[src/design/shd_pkg.sv]
// ============================================================================
// shd_pkg
// Shared types, constants and the control store of the sensor history
// decimator.
// ============================================================================
package shd_pkg;

    localparam int DEPTH     = 15;
    localparam int IDX_W     = $clog2(DEPTH);
    localparam int CO2_W     = 14;
    localparam int PCT_W     = 7;
    localparam int PER_W     = 8;
    localparam int CFG_IDX_W = 1;
    localparam int STEP_W    = 4;

    // sums of all entries and the reciprocal used for the mean
    localparam int SUM_LOG    = $clog2(DEPTH);
    localparam int CO2_SUM_W  = CO2_W + SUM_LOG;
    localparam int PCT_SUM_W  = PCT_W + SUM_LOG;
    localparam int RCP_SH     = CO2_SUM_W + SUM_LOG + 1;
    localparam int RCP_W      = RCP_SH + 1;
    localparam int PROD_CO2_W = CO2_SUM_W + RCP_W;
    localparam int PROD_PCT_W = PCT_SUM_W + RCP_W;
    localparam logic [RCP_W-1:0] RCP = RCP_W'((2 ** RCP_SH + DEPTH - 1) / DEPTH);

    localparam logic [CFG_IDX_W-1:0] CFG_MINUTE_PERIOD = CFG_IDX_W'(0);
    localparam logic [CFG_IDX_W-1:0] CFG_HOUR_PERIOD   = CFG_IDX_W'(1);
    localparam logic [PER_W-1:0]     MINUTE_PERIOD_RST = PER_W'(4);
    localparam logic [PER_W-1:0]     HOUR_PERIOD_RST   = PER_W'(60);

    localparam logic OP_TICK = 1'b0;
    localparam logic OP_READ = 1'b1;

    // program addresses
    localparam logic [STEP_W-1:0] S_IDLE      = STEP_W'(0);
    localparam logic [STEP_W-1:0] S_DISPATCH  = STEP_W'(1);
    localparam logic [STEP_W-1:0] S_MIN_CHK   = STEP_W'(2);
    localparam logic [STEP_W-1:0] S_MIN_PUSH  = STEP_W'(3);
    localparam logic [STEP_W-1:0] S_HOUR_CHK  = STEP_W'(4);
    localparam logic [STEP_W-1:0] S_SUM       = STEP_W'(5);
    localparam logic [STEP_W-1:0] S_DIV       = STEP_W'(6);
    localparam logic [STEP_W-1:0] S_HOUR_PUSH = STEP_W'(7);
    localparam logic [STEP_W-1:0] S_TICK_OUT  = STEP_W'(8);
    localparam logic [STEP_W-1:0] S_READ_OUT  = STEP_W'(9);

    typedef struct packed {
        logic             op;
        logic [CO2_W-1:0] co2_ppm;
        logic [PCT_W-1:0] humidity_pct;
        logic [PCT_W-1:0] temp_magnitude;
        logic             temp_negative;
        logic             read_long_term;
        logic [3:0]       read_index;
    } t_in_beat;

    typedef struct packed {
        logic [CO2_W-1:0] co2_out;
        logic [PCT_W-1:0] humidity_out;
        logic [PCT_W-1:0] temperature_out;
        logic             minute_stored;
        logic             hour_stored;
    } t_out_beat;

    typedef enum logic [2:0] {
        C_NEXT,
        C_ALWAYS,
        C_NO_BEAT,
        C_IS_READ,
        C_NO_MIN,
        C_NO_HOUR,
        C_SUM_MORE
    } t_cond;

    typedef struct packed {
        t_cond             cond;
        logic [STEP_W-1:0] target;
        logic              shift_short;
        logic              sum_clr;
        logic              sum_acc;
        logic              mul;
        logic              shift_long;
        logic              emit;
        logic              emit_read;
    } t_ctrl;

    typedef struct packed {
        logic in_fire;
        logic is_read;
        logic mstore;
        logic hstore;
        logic sum_last;
        logic out_busy;
    } t_stat;

    function automatic t_ctrl f_ucode(input logic [STEP_W-1:0] step);
        t_ctrl w;
        w      = '0;
        w.cond = C_NEXT;
        case (step)
            S_IDLE: begin
                w.cond   = C_NO_BEAT;
                w.target = S_IDLE;
            end
            S_DISPATCH: begin
                w.cond   = C_IS_READ;
                w.target = S_READ_OUT;
            end
            S_MIN_CHK: begin
                w.cond   = C_NO_MIN;
                w.target = S_HOUR_CHK;
            end
            S_MIN_PUSH: begin
                w.shift_short = 1'b1;
            end
            S_HOUR_CHK: begin
                w.cond    = C_NO_HOUR;
                w.target  = S_TICK_OUT;
                w.sum_clr = 1'b1;
            end
            S_SUM: begin
                w.cond    = C_SUM_MORE;
                w.target  = S_SUM;
                w.sum_acc = 1'b1;
            end
            S_DIV: begin
                w.mul = 1'b1;
            end
            S_HOUR_PUSH: begin
                w.shift_long = 1'b1;
            end
            S_TICK_OUT: begin
                w.cond   = C_ALWAYS;
                w.target = S_IDLE;
                w.emit   = 1'b1;
            end
            S_READ_OUT: begin
                w.cond      = C_ALWAYS;
                w.target    = S_IDLE;
                w.emit      = 1'b1;
                w.emit_read = 1'b1;
            end
            default: begin
                w.cond   = C_ALWAYS;
                w.target = S_IDLE;
            end
        endcase
        return w;
    endfunction

endpackage

[src/design/shd_sequencer.sv]
// ============================================================================
// shd_sequencer
// Step counter over the control store, with conditional jumps on datapath
// status and a hold while a result cannot be handed over.
// ============================================================================
module shd_sequencer (
    input  logic           i_clk,
    input  logic           i_rst_n,
    input  shd_pkg::t_stat i_stat,
    output shd_pkg::t_ctrl o_ctrl
);

    logic [shd_pkg::STEP_W-1:0] r_step;
    logic [shd_pkg::STEP_W-1:0] n_step;
    shd_pkg::t_ctrl             ctrl;
    logic                       take;
    logic                       hold;

    assign ctrl   = shd_pkg::f_ucode(r_step);
    assign o_ctrl = ctrl;

    always_comb begin
        case (ctrl.cond)
            shd_pkg::C_NEXT:     take = 1'b0;
            shd_pkg::C_ALWAYS:   take = 1'b1;
            shd_pkg::C_NO_BEAT:  take = !i_stat.in_fire;
            shd_pkg::C_IS_READ:  take = i_stat.is_read;
            shd_pkg::C_NO_MIN:   take = !i_stat.mstore;
            shd_pkg::C_NO_HOUR:  take = !i_stat.hstore;
            shd_pkg::C_SUM_MORE: take = !i_stat.sum_last;
            default:             take = 1'b0;
        endcase
    end

    assign hold = ctrl.emit && i_stat.out_busy;

    always_comb begin
        if (hold) begin
            n_step = r_step;
        end else if (take) begin
            n_step = ctrl.target;
        end else begin
            n_step = r_step + shd_pkg::STEP_W'(1);
        end
    end

    always_ff @(posedge i_clk) begin
        if (!i_rst_n) begin
            r_step <= shd_pkg::S_IDLE;
        end else begin
            r_step <= n_step;
        end
    end

endmodule

[src/design/shd_datapath.sv]
// ============================================================================
// shd_datapath
// Period counters, the six history shift lines, the serial summer, the
// reciprocal divider and the output register.
// ============================================================================
module shd_datapath (
    input  logic                              i_clk,
    input  logic                              i_rst_n,
    input  shd_pkg::t_ctrl                    i_ctrl,
    input  logic                              i_in_fire,
    input  shd_pkg::t_in_beat                 i_in_beat,
    input  logic                              i_cfg_we,
    input  logic [shd_pkg::CFG_IDX_W-1:0]     i_cfg_index,
    input  logic [shd_pkg::PER_W-1:0]         i_cfg_data,
    input  logic                              i_out_stall,
    output shd_pkg::t_stat                    o_stat,
    output logic                              o_out_valid,
    output shd_pkg::t_out_beat                o_out_beat
);

    localparam int DEPTH = shd_pkg::DEPTH;
    localparam int IDX_W = shd_pkg::IDX_W;
    localparam int CO2_W = shd_pkg::CO2_W;
    localparam int PCT_W = shd_pkg::PCT_W;
    localparam int PER_W = shd_pkg::PER_W;

    logic [PER_W-1:0] r_minute_period;
    logic [PER_W-1:0] r_hour_period;
    logic [PER_W-1:0] r_min_cnt;
    logic [PER_W-1:0] r_hour_cnt;
    logic             r_mstore;
    logic             r_hstore;
    shd_pkg::t_in_beat r_in;

    logic [CO2_W-1:0] r_sh_co2 [DEPTH];
    logic [PCT_W-1:0] r_sh_hum [DEPTH];
    logic [PCT_W-1:0] r_sh_tmp [DEPTH];
    logic [CO2_W-1:0] r_lg_co2 [DEPTH];
    logic [PCT_W-1:0] r_lg_hum [DEPTH];
    logic [PCT_W-1:0] r_lg_tmp [DEPTH];

    logic [IDX_W-1:0]                r_sum_idx;
    logic [shd_pkg::CO2_SUM_W-1:0]   r_sum_co2;
    logic [shd_pkg::PCT_SUM_W-1:0]   r_sum_hum;
    logic [shd_pkg::PCT_SUM_W-1:0]   r_sum_tmp;
    logic [shd_pkg::PROD_CO2_W-1:0]  r_prod_co2;
    logic [shd_pkg::PROD_PCT_W-1:0]  r_prod_hum;
    logic [shd_pkg::PROD_PCT_W-1:0]  r_prod_tmp;

    logic               r_out_valid;
    shd_pkg::t_out_beat r_out;

    logic [PER_W-1:0] min_inc;
    logic [PER_W-1:0] hour_inc;
    logic             min_hit;
    logic             hour_hit;
    logic [IDX_W-1:0] addr;
    logic             rd_ok;
    logic             out_busy;
    logic [PCT_W-1:0] new_tmp;
    shd_pkg::t_out_beat read_beat;
    shd_pkg::t_out_beat tick_beat;

    assign min_inc  = r_min_cnt + PER_W'(1);
    assign hour_inc = r_hour_cnt + PER_W'(1);
    assign min_hit  = min_inc >= r_minute_period;
    assign hour_hit = hour_inc >= r_hour_period;
    assign new_tmp  = r_in.temp_negative ? '0 : r_in.temp_magnitude;

    assign addr  = i_ctrl.sum_acc ? r_sum_idx : IDX_W'(r_in.read_index);
    assign rd_ok = 32'(r_in.read_index) < 32'(DEPTH);

    assign out_busy = r_out_valid && i_out_stall;

    always_comb begin
        read_beat = '0;
        if (rd_ok) begin
            if (r_in.read_long_term) begin
                read_beat.co2_out         = r_lg_co2[addr];
                read_beat.humidity_out    = r_lg_hum[addr];
                read_beat.temperature_out = r_lg_tmp[addr];
            end else begin
                read_beat.co2_out         = r_sh_co2[addr];
                read_beat.humidity_out    = r_sh_hum[addr];
                read_beat.temperature_out = r_sh_tmp[addr];
            end
        end
    end

    always_comb begin
        tick_beat.co2_out         = r_lg_co2[0];
        tick_beat.humidity_out    = r_lg_hum[0];
        tick_beat.temperature_out = r_lg_tmp[0];
        tick_beat.minute_stored   = r_mstore;
        tick_beat.hour_stored     = r_hstore;
    end

    // configuration and period counters
    always_ff @(posedge i_clk) begin
        if (!i_rst_n) begin
            r_minute_period <= shd_pkg::MINUTE_PERIOD_RST;
            r_hour_period   <= shd_pkg::HOUR_PERIOD_RST;
            r_min_cnt       <= '0;
            r_hour_cnt      <= '0;
            r_mstore        <= 1'b0;
            r_hstore        <= 1'b0;
        end else begin
            if (i_cfg_we) begin
                case (i_cfg_index)
                    shd_pkg::CFG_MINUTE_PERIOD: r_minute_period <= i_cfg_data;
                    shd_pkg::CFG_HOUR_PERIOD:   r_hour_period   <= i_cfg_data;
                    default: ;
                endcase
            end
            if (i_in_fire) begin
                if (i_in_beat.op == shd_pkg::OP_TICK) begin
                    r_min_cnt  <= min_hit ? '0 : min_inc;
                    r_hour_cnt <= hour_hit ? '0 : hour_inc;
                    r_mstore   <= min_hit;
                    r_hstore   <= hour_hit;
                end else begin
                    r_mstore <= 1'b0;
                    r_hstore <= 1'b0;
                end
            end
        end
    end

    always_ff @(posedge i_clk) begin
        if (i_in_fire) begin
            r_in <= i_in_beat;
        end
    end

    // history shift lines
    always_ff @(posedge i_clk) begin
        if (!i_rst_n) begin
            for (int k = 0; k < DEPTH; k++) begin
                r_sh_co2[k] <= '0;
                r_sh_hum[k] <= '0;
                r_sh_tmp[k] <= '0;
                r_lg_co2[k] <= '0;
                r_lg_hum[k] <= '0;
                r_lg_tmp[k] <= '0;
            end
        end else begin
            if (i_ctrl.shift_short) begin
                for (int k = DEPTH - 1; k > 0; k--) begin
                    r_sh_co2[k] <= r_sh_co2[k-1];
                    r_sh_hum[k] <= r_sh_hum[k-1];
                    r_sh_tmp[k] <= r_sh_tmp[k-1];
                end
                r_sh_co2[0] <= r_in.co2_ppm;
                r_sh_hum[0] <= r_in.humidity_pct;
                r_sh_tmp[0] <= new_tmp;
            end
            if (i_ctrl.shift_long) begin
                for (int k = DEPTH - 1; k > 0; k--) begin
                    r_lg_co2[k] <= r_lg_co2[k-1];
                    r_lg_hum[k] <= r_lg_hum[k-1];
                    r_lg_tmp[k] <= r_lg_tmp[k-1];
                end
                r_lg_co2[0] <= r_prod_co2[shd_pkg::RCP_SH +: CO2_W];
                r_lg_hum[0] <= r_prod_hum[shd_pkg::RCP_SH +: PCT_W];
                r_lg_tmp[0] <= r_prod_tmp[shd_pkg::RCP_SH +: PCT_W];
            end
        end
    end

    // serial sum of the short-term entries, then multiply by the reciprocal
    always_ff @(posedge i_clk) begin
        if (!i_rst_n) begin
            r_sum_idx <= '0;
        end else if (i_ctrl.sum_clr) begin
            r_sum_idx <= '0;
        end else if (i_ctrl.sum_acc) begin
            r_sum_idx <= r_sum_idx + IDX_W'(1);
        end
    end

    always_ff @(posedge i_clk) begin
        if (i_ctrl.sum_clr) begin
            r_sum_co2 <= '0;
            r_sum_hum <= '0;
            r_sum_tmp <= '0;
        end else if (i_ctrl.sum_acc) begin
            r_sum_co2 <= r_sum_co2 + shd_pkg::CO2_SUM_W'(r_sh_co2[addr]);
            r_sum_hum <= r_sum_hum + shd_pkg::PCT_SUM_W'(r_sh_hum[addr]);
            r_sum_tmp <= r_sum_tmp + shd_pkg::PCT_SUM_W'(r_sh_tmp[addr]);
        end
        if (i_ctrl.mul) begin
            r_prod_co2 <= shd_pkg::PROD_CO2_W'(r_sum_co2) * shd_pkg::PROD_CO2_W'(shd_pkg::RCP);
            r_prod_hum <= shd_pkg::PROD_PCT_W'(r_sum_hum) * shd_pkg::PROD_PCT_W'(shd_pkg::RCP);
            r_prod_tmp <= shd_pkg::PROD_PCT_W'(r_sum_tmp) * shd_pkg::PROD_PCT_W'(shd_pkg::RCP);
        end
    end

    // output register
    always_ff @(posedge i_clk) begin
        if (!i_rst_n) begin
            r_out_valid <= 1'b0;
        end else if (i_ctrl.emit && !out_busy) begin
            r_out_valid <= 1'b1;
        end else if (!i_out_stall) begin
            r_out_valid <= 1'b0;
        end
    end

    always_ff @(posedge i_clk) begin
        if (i_ctrl.emit && !out_busy) begin
            r_out <= i_ctrl.emit_read ? read_beat : tick_beat;
        end
    end

    assign o_out_valid = r_out_valid;
    assign o_out_beat  = r_out;

    assign o_stat.in_fire  = i_in_fire;
    assign o_stat.is_read  = r_in.op == shd_pkg::OP_READ;
    assign o_stat.mstore   = r_mstore;
    assign o_stat.hstore   = r_hstore;
    assign o_stat.sum_last = r_sum_idx == IDX_W'(DEPTH - 1);
    assign o_stat.out_busy = out_busy;

endmodule

[src/design/sensor_history_decimator_unit.sv]
// ============================================================================
// sensor_history_decimator_unit
// Minute and hour decimation of CO2, humidity and temperature samples into
// short-term and long-term histories, with entry read-back.
// ============================================================================
// One beat is taken at a time, and the input is stalled while reset is held.
// A read passes from the dispatch step to the read-out step, which loads the
// result register. A tick passes the minute check, a minute push when the
// minute period elapses, and the hour check on its way to the tick output step.
// When the hour period elapses it also runs the serial sum, which visits one
// short-term entry per cycle, before one reciprocal multiply forms the three
// means. A new beat is taken in the cycle after a result enters the output
// register, even if that result is still waiting to be taken. There is no
// clearing pass after reset: all histories are zero at once.
module sensor_history_decimator_unit (
    input  logic                          i_clk,
    input  logic                          i_rst_n,
    input  logic                          i_in_valid,
    output logic                          o_in_stall,
    input  shd_pkg::t_in_beat             i_in_beat,
    output logic                          o_out_valid,
    input  logic                          i_out_stall,
    output shd_pkg::t_out_beat            o_out_beat,
    input  logic                          i_cfg_we,
    input  logic [shd_pkg::CFG_IDX_W-1:0] i_cfg_index,
    input  logic [shd_pkg::PER_W-1:0]     i_cfg_data
);

    shd_pkg::t_ctrl ctrl;
    shd_pkg::t_stat stat;
    logic           in_fire;

    assign o_in_stall = !i_rst_n || (ctrl.cond != shd_pkg::C_NO_BEAT);
    assign in_fire    = i_in_valid && !o_in_stall;

    shd_sequencer u_seq (
        .i_clk   (i_clk),
        .i_rst_n (i_rst_n),
        .i_stat  (stat),
        .o_ctrl  (ctrl)
    );

    shd_datapath u_dp (
        .i_clk       (i_clk),
        .i_rst_n     (i_rst_n),
        .i_ctrl      (ctrl),
        .i_in_fire   (in_fire),
        .i_in_beat   (i_in_beat),
        .i_cfg_we    (i_cfg_we),
        .i_cfg_index (i_cfg_index),
        .i_cfg_data  (i_cfg_data),
        .i_out_stall (i_out_stall),
        .o_stat      (stat),
        .o_out_valid (o_out_valid),
        .o_out_beat  (o_out_beat)
    );

    // one beat in flight at a time
    a_busy_after_accept: assert property (
        @(posedge i_clk) disable iff (!i_rst_n)
        in_fire |=> o_in_stall
    ) else $error("beat accepted while previous one still in work");

    // a result only appears from an emit step
    a_result_from_emit: assert property (
        @(posedge i_clk) disable iff (!i_rst_n)
        $rose(o_out_valid) |-> $past(ctrl.emit)
    ) else $error("result register loaded outside an emit step");

    // summing never overlaps with taking a beat
    a_sum_not_idle: assert property (
        @(posedge i_clk) disable iff (!i_rst_n)
        ctrl.sum_acc |-> o_in_stall
    ) else $error("sum step while input open");

endmodule
[config.mk]
export PLATFORM = sky130hd
export DESIGN_NAME = sensor_history_decimator_unit
export DESIGN_NICKNAME = d
export VERILOG_FILES = /design/src/design/shd_pkg.sv /design/src/design/shd_sequencer.sv /design/src/design/shd_datapath.sv /design/src/design/sensor_history_decimator_unit.sv
export SDC_FILE = /design/constraint.sdc
export NUM_CORES = 2
export LEC_CHECK = 0
export ABC_AREA = 1
export BUFFER_PORTS_ARGS = -buffer_cell sky130_fd_sc_hd__buf_2
export CAP_MARGIN = 5
export CORE_ASPECT_RATIO = 0.75
export CORE_MARGIN = 2
export CORE_UTILIZATION = 64
export CTS_CLUSTER_SIZE = 8
export DETAILED_ROUTE_END_ITERATION = 12
export GPL_TIMING_DRIVEN = 0
export PLACE_DENSITY = 0.81
export SLEW_MARGIN = 10
export SYNTH_ARGS = -nofsm -noshare
export SYNTH_HDL_FRONTEND = slang
export SYNTH_SLANG_ARGS = --single-unit
[constraint.sdc]
create_clock -name i_clk -period 12.2 [get_ports i_clk]
set_input_delay 0.61 -clock i_clk [delete_from_list [all_inputs] [get_ports i_clk]]
set_output_delay 0.61 -clock i_clk [all_outputs]
set_load 0.02 [all_outputs]
; Word level (Yosys, flattened, before mapping)
; Memory sizes are Yosys's and may differ from the RTL's.
; Cells that the tools add are included.
[totals]
reg_bits = 245
mem_bits_rw = 840
in_bits = 49
mem_count = 6
[op_classes]
add_sub_neg = 7
n_mul = 3
magnitude_cmp = 3
eq_ne = 18
mux = 118
bitwise = 93
reduce_logical = 19
[mem_list]
columns = name, depth, word_bits, read_ports, rd_clocked_by_memory_dff, write_ports, line
row1 = u_dp.r_lg_co2, 15, 14, 15, 0, 15, shd_datapath.sv:38  ; logic [CO2_W-1:0] r_lg_co2 [DEPTH];
row2 = u_dp.r_sh_co2, 15, 14, 15, 0, 15, shd_datapath.sv:35  ; logic [CO2_W-1:0] r_sh_co2 [DEPTH];
row3 = u_dp.r_lg_hum, 15, 7, 15, 0, 15, shd_datapath.sv:39  ; logic [PCT_W-1:0] r_lg_hum [DEPTH];
row4 = u_dp.r_lg_tmp, 15, 7, 15, 0, 15, shd_datapath.sv:40  ; logic [PCT_W-1:0] r_lg_tmp [DEPTH];
row5 = u_dp.r_sh_hum, 15, 7, 15, 0, 15, shd_datapath.sv:36  ; logic [PCT_W-1:0] r_sh_hum [DEPTH];
row6 = u_dp.r_sh_tmp, 15, 7, 15, 0, 15, shd_datapath.sv:37  ; logic [PCT_W-1:0] r_sh_tmp [DEPTH];
[op_table]
columns = operator, count
row1 = 7-bit two-way mux, 61
row2 = 14-bit two-way mux, 30
row3 = 1-bit OR, 90
row4 = 11-bit by 20-bit multiplier with 30-bit output (second input constant), 2
row5 = 28-bit two-way mux, 2
row6 = 7-bit one-hot mux with 6 select lines, 1
row7 = 18-bit by 20-bit multiplier with 37-bit output (second input constant), 1
row8 = 30-bit two-way mux, 1
row9 = 11-bit by 7-bit adder with 11-bit output, 2
row10 = 18-bit by 14-bit adder with 18-bit output, 1
row11 = 1-bit two-way mux, 18
row12 = 8-bit by 1-bit adder with 8-bit output (second input constant), 2
row13 = 4-bit by 3-bit == test with 1-bit output (second input constant), 4
row14 = 8-bit >= comparator, 2
row15 = 8-bit two-way mux, 2
row16 = 4-bit == test (second input constant), 3
row17 = 3-bit == test (second input constant), 3
row18 = 4-bit by 1-bit adder with 4-bit output (second input constant), 2
row19 = 4-bit by 2-bit == test with 1-bit output (second input constant), 2
row20 = 4-bit two-way mux, 2
row21 = 1-bit logical NOT, 7
row22 = 3-bit by 2-bit == test with 1-bit output (second input constant), 2
row23 = 1-bit one-hot mux with 6 select lines, 1
row24 = 2-bit AND reduction, 3
row25 = 11 further kinds, 17

; Longest topological paths before layout
[logic_depth]
depth_word = 10
ltp_mapped = 28
ltp_nobuf = 27

; Modules after synthesis
; From an unflattened synthesis, not the netlist that was laid out.
[hier_totals]
hier_cells = 6533
hier_area_um2 = 56315.3
[modules_own_cells]
columns = module, n_inst, cells_per_inst, area_each_um2, seq_area_each_um2
row1 = shd_datapath, 1, 6436, 55743.5, 29598.4
row2 = shd_sequencer, 1, 91, 541.8, 80.1
row3 = sensor_history_decimator_unit, 1, 6, 30.0, 0.0

; Worst setup path before layout
; Ideal clock, no wire load.
[synth_path]
kind = input-to-reg
start = in i_rst_n
end = mem u_dp.r_sh_co2[0][0], enable pin
setup_time_ns = 3.036
arrival_ns = 7.903
slack_ns = 1.261
path_stages = 3
n_path_buf = 2
path_cell_list = clkbuf_1 clkbuf_1 nand2_1
[synth_lines]
columns = item, line
row1 = start: declaration, sensor_history_decimator_unit.sv:17  ; input logic i_rst_n,
row2 = end: declaration, shd_datapath.sv:35

; Worst setup path in the final report
[layout_path]
start = reg u_seq.r_step[1] (netlist name)
end = reg u_dp.r_sum_co2[16] (netlist name)
[layout_between]
elab_chain_cells = 5
elab_cells_between_ends = 7
cone_classes = add/sub (1) / eq/ne (2) / mux (3) / memory (1)
[layout_lines]
columns = item, line
row1 = start: declaration, shd_sequencer.sv:13  ; logic [shd_pkg::STEP_W-1:0] r_step;
row2 = start signal: assignment, shd_sequencer.sv:49  ; r_step <= shd_pkg::S_IDLE;
row3 = start signal: assignment, shd_sequencer.sv:51  ; r_step <= n_step;
row4 = 4-bit by 3-bit == test with 1-bit output, shd_pkg.sv:99  ; case (step)
row5 = 1-bit two-way mux, shd_pkg.sv:99
row6 = 4-bit two-way mux, shd_datapath.sv:70  ; assign addr = i_ctrl.sum_acc ? r_sum_idx : IDX_W'(r_in.read_index);
row7 = memory read 15 x 14 bit, -
row8 = 18-bit by 14-bit adder with 18-bit output, shd_datapath.sv:187  ; r_sum_co2 <= r_sum_co2 + shd_pkg::CO2_SUM_W'(r_sh_co2[addr]);
row9 = end signal: assignment, shd_datapath.sv:187
row10 = end: declaration, shd_datapath.sv:43  ; logic [shd_pkg::CO2_SUM_W-1:0] r_sum_co2;
; Several ways; a longest one is shown, not always the timed one.
; A chain may end at the register's enable or synchronous reset.

==> results_dict.tcl <==
set metrics [dict create \
    outcome "completed" \
    cp_num_buf_inv 6 \
    critPathMaxFanout 10 \
    port-buffer-count 79 \
    antenna_found_initial 8 \
    postPlaceCellArea_mm2 0.05735 \
    initial_core_util_pct 64.42 \
    switching_share_pct 40.86 \
    multiInputGateArea_mm2 0.01952 \
    drt_iter0_drc 7475 \
    rsz0062_at_grt "no" \
    crit_type "reg -> reg" \
    path_common_cell "nand3_1" \
    ys_ff_latch 1016 \
    combPwrFrac_pct 40.0 \
    ioPinCount 81 \
    die_w_um 342.8 \
    post_drt_wl_per_cell_um 21.13 \
    fill_cells 6078 \
    synth_top_family_by_area "simple AND/OR/NAND/NOR gates" \
    core.rowCount 93 \
    seqPwrFrac_pct 32.7 \
    drive_gt1_share_pct 7.181 \
    synth-compound-area-share_pct 4.133 \
    crit_family "simple AND/OR/NAND/NOR gates" \
    vias 45260 \
    ys_seq_area_share_pct 53.87 \
    first_global_vias 42571 \
    max_slew_margin_pct 12.76 \
    fp.dieH_um 258.1 \
    grt_util_all_layers_pct 36.33 \
    worstSetupStartpointType "flip-flop" \
    drtAntennaViolNets 0 \
    min_period_ps 5588 \
    cpMaxStageDelayCell "o21ai_2" \
    worst_pin_slew_ps 1292 \
    hpwl_um 114700 \
    cts_buffer_depth 3 \
    avgViaCountPerCell 5.930 \
    numCtsBuffers 145 \
    cts-htree-levels 4 \
    yosys.area_share.xor_xnor_pct 0.7789 \
    clock-sinks 1016 \
    max_freq_ghz 0.1789 \
    syn_area_mm2 0.05510 \
    synth_cell_types 46 \
    cts_tree "built" \
    yosys_warnings 0 \
    finalWirelength_um 161300 \
    cts_resized 0 \
    die_area_mm2 0.08847 \
    hold_buffers 0 \
    finalNetCount 6808 \
    hold_path_class "in -> reg" \
    setup.worst_path.end_class "flip-flop" \
    fin_util_pct 71.85 \
    slew_violations 0 \
    syn-instance-count 6209 \
    synth_fp_nets 6567 \
    period_share_pct 45.81 \
    final_area_mm2 0.06145 \
    arrival_ps 6200 \
    critical-path-max-stage-delay_ps 700 \
    timing.reg2reg.setup_slack_ps 6610 \
    register_area_mm2 0.02968 \
    avgSynthCellArea_um2 8.873 \
    muxShareOfSynthArea_pct 0 \
    drcViolationCount 0 \
    clkPwrFrac_pct 27.3 \
    p_switching_mw 5.541 \
    grt_pass1_wl_um 243600 \
    coreArea_mm2 0.08553 \
    grt_max_degree 68 \
    crit_required_ps 12810 \
    ir_worst_vdd_uv 289.1 \
    grt-ovfl-total 0 \
    fin_skew_ps 55.99 \
    clk_pin_slew_ps 50 \
    pwr_density_cell_mw_per_mm2 220.7 \
    syn2layout_area_growth_pct 11.54 \
    cts_setup_buffers 0 \
    p_int_mw 8.021 \
    leakage_nw 27.45 \
    synth_fa_ha_area_share_pct 7.848 \
    setup_viol 0 \
    hold_violations 0 \
    dr.pass1.iters 10 \
    worstPathCellList "inv_1 > ha_1 > nand3_4 > o21ai_2 > inv_1 > buf_2 > clkbuf_1 > nand3_1 > nand3_1 > nand2_1 > inv_1 > ha_1 > fa_1 > nand3_1 > nand2_1 > nand3_1 > nand3_1 > nand2_1 > inv_1 > o21ai_0 > nand2_1 > a21oi_1 > nor2_1" \
    synth_simple_gate_area_share_pct 22.62 \
    place.gp.congestion 0.9716 \
    root_buffer "clkbuf_16" \
    maxCapViolCount 0 \
    clk_latency_ps 770 \
]
==> metal layers <==
layer,track usage [%],part of all wire (%),up-vias
met1,50.57,38,20993
met4,15.13,4.3,6
li1,-,-,20501
met3,13.40,16,471
met2,51.43,41,3289
met5,0,0.017,-
==> power groups by stage <==
stage	combinational, mW	sequential (mW)	clock (mW)
floorplan	3.47	4.52	0
global placement	4.98	4.61	0
detailed placement	5.15	4.48	0
CTS	5.23	4.42	3.70
global route	5.95	4.46	3.84
finish	5.43	4.43	3.71
==> cell usage after synthesis (all sizes together) <==
cell,count,area (µm²)
a211oi,1,7.510
a21boi,1,7.510
a21o,12,90.09
a21oi,187,935.9
a311oi,1,8.760
a31oi,11,68.82
a41oi,1,8.760
and2,1,6.260
buf,160,829.6
clkbuf,163,611.8
clkinv,1,3.750
dfxtp,83,1662
edfxtp,933,28020
fa,61,1221
ha,248,3103
inv,1193,4481
nand2,912,3433
nand3,1007,5062
nand3b,3,22.52
nand4,17,106.4
nor2,927,3492
nor3,25,125.1
o2111ai,1,8.760
o211ai,70,525.5
o21a,4,30.03
o21ai,83,430.4
o21bai,17,127.6
o221a,1,11.26
o221ai,1,8.760
o31ai,1,7.510
or2,34,212.7
xnor2,19,166.4
xor2,30,262.8
==> per-stage QoR <==
stage	worst slack [ps]	setup TNS (ps)	power [mW]	hold slack (ps)	std cells
floorplan	1261	0	7.987	433.0	6209
global placement	-3311	-2640860	9.592	449.7	7428
detailed placement	7048	0	9.635	455.8	7443
CTS	6995	0	13.35	9.201	7629
global route	6431	0	14.25	10.29	7629
finish	6612	0	13.56	9.136	7632
==> registers in the layout, summed over array words and instances, names as in the netlist, 30 cells and up <==
signal / flops
u_dp.r_sh_tmp: 105
u_dp.r_sh_co2: 210
u_dp.r_lg_tmp: 105
u_dp.r_lg_co2: 210
u_dp.o_out_beat: 30
u_dp.r_in: 34
u_dp.r_sh_hum: 105
u_dp.r_lg_hum: 105
==> layout by cell type (no fill, tap or decap), drive strengths merged <==
| cell | Yosys | routed |
|---|---|---|
| nand2 | 912 | 912 |
| dfxtp | 83 | 83 |
| o21bai | 17 | 17 |
| nand3b | 3 | 3 |
| o21ai | 83 | 83 |
| xnor2 | 19 | 19 |
| edfxtp | 933 | 933 |
| a311oi | 1 | 1 |
| nor2 | 927 | 927 |
| xor2 | 30 | 30 |
| nand4 | 17 | 17 |
| clkbuf | 163 | 334 |
| o211ai | 70 | 70 |
| o21a | 4 | 4 |
| o221ai | 1 | 1 |
| buf | 160 | 254 |
| a21o | 12 | 12 |
| clkinvlp | 0 | 1 |
| diode | 0 | 3 |
| inv | 1193 | 1197 |
| o221a | 1 | 1 |
| or2 | 34 | 34 |
| o31ai | 1 | 1 |
| and2 | 1 | 1 |
| a31oi | 11 | 11 |
| a211oi | 1 | 1 |
| ha | 248 | 248 |
| fa | 61 | 61 |
| a41oi | 1 | 1 |
| nand3 | 1007 | 1007 |
| a21boi | 1 | 1 |
| nor3 | 25 | 25 |
| a21oi | 187 | 187 |
| o2111ai | 1 | 1 |
| clkinv | 1 | 11 |
==> cell type report <==
| type | instances | area share [%] |
|---|---|---|
| diodes | 3 | 0.01222 |
| well taps | 1140 | 2.321 |
| multi-input cells | 3676 | 31.76 |
| repair buffers | 94 | 1.303 |
| clock inverters | 15 | 0.5497 |
| plain buffers | 323 | 2.346 |
| flip-flops and latches | 1016 | 48.30 |
| clock buffers | 171 | 6.114 |
| inverters | 1194 | 7.297 |
==> cell families after synthesis <==
| logic type | count (synthesis) |
|---|---|
| flops | 1016 |
| simple gates | 2926 |
| xor+xnor | 49 |
| fa+ha+maj | 309 |
| buf+inv | 1517 |
| compound gates | 392 |
==> final timing paths <==
| path | start | endpoint | depth (start not counted) |
|---|---|---|---|
| max | u_seq.r_step[1] | u_dp.r_sum_co2[16] | 23 |
| min | i_in_beat[32] | u_dp.r_in[32] | 1 |
| max reg2reg | u_seq.r_step[1] | u_dp.r_sum_co2[16] | 23 |
| min reg2reg | u_dp.r_hour_period[1] | u_dp.r_hour_period[1] | 2 |
Note: power is estimated with default switching activity, not from simulation.
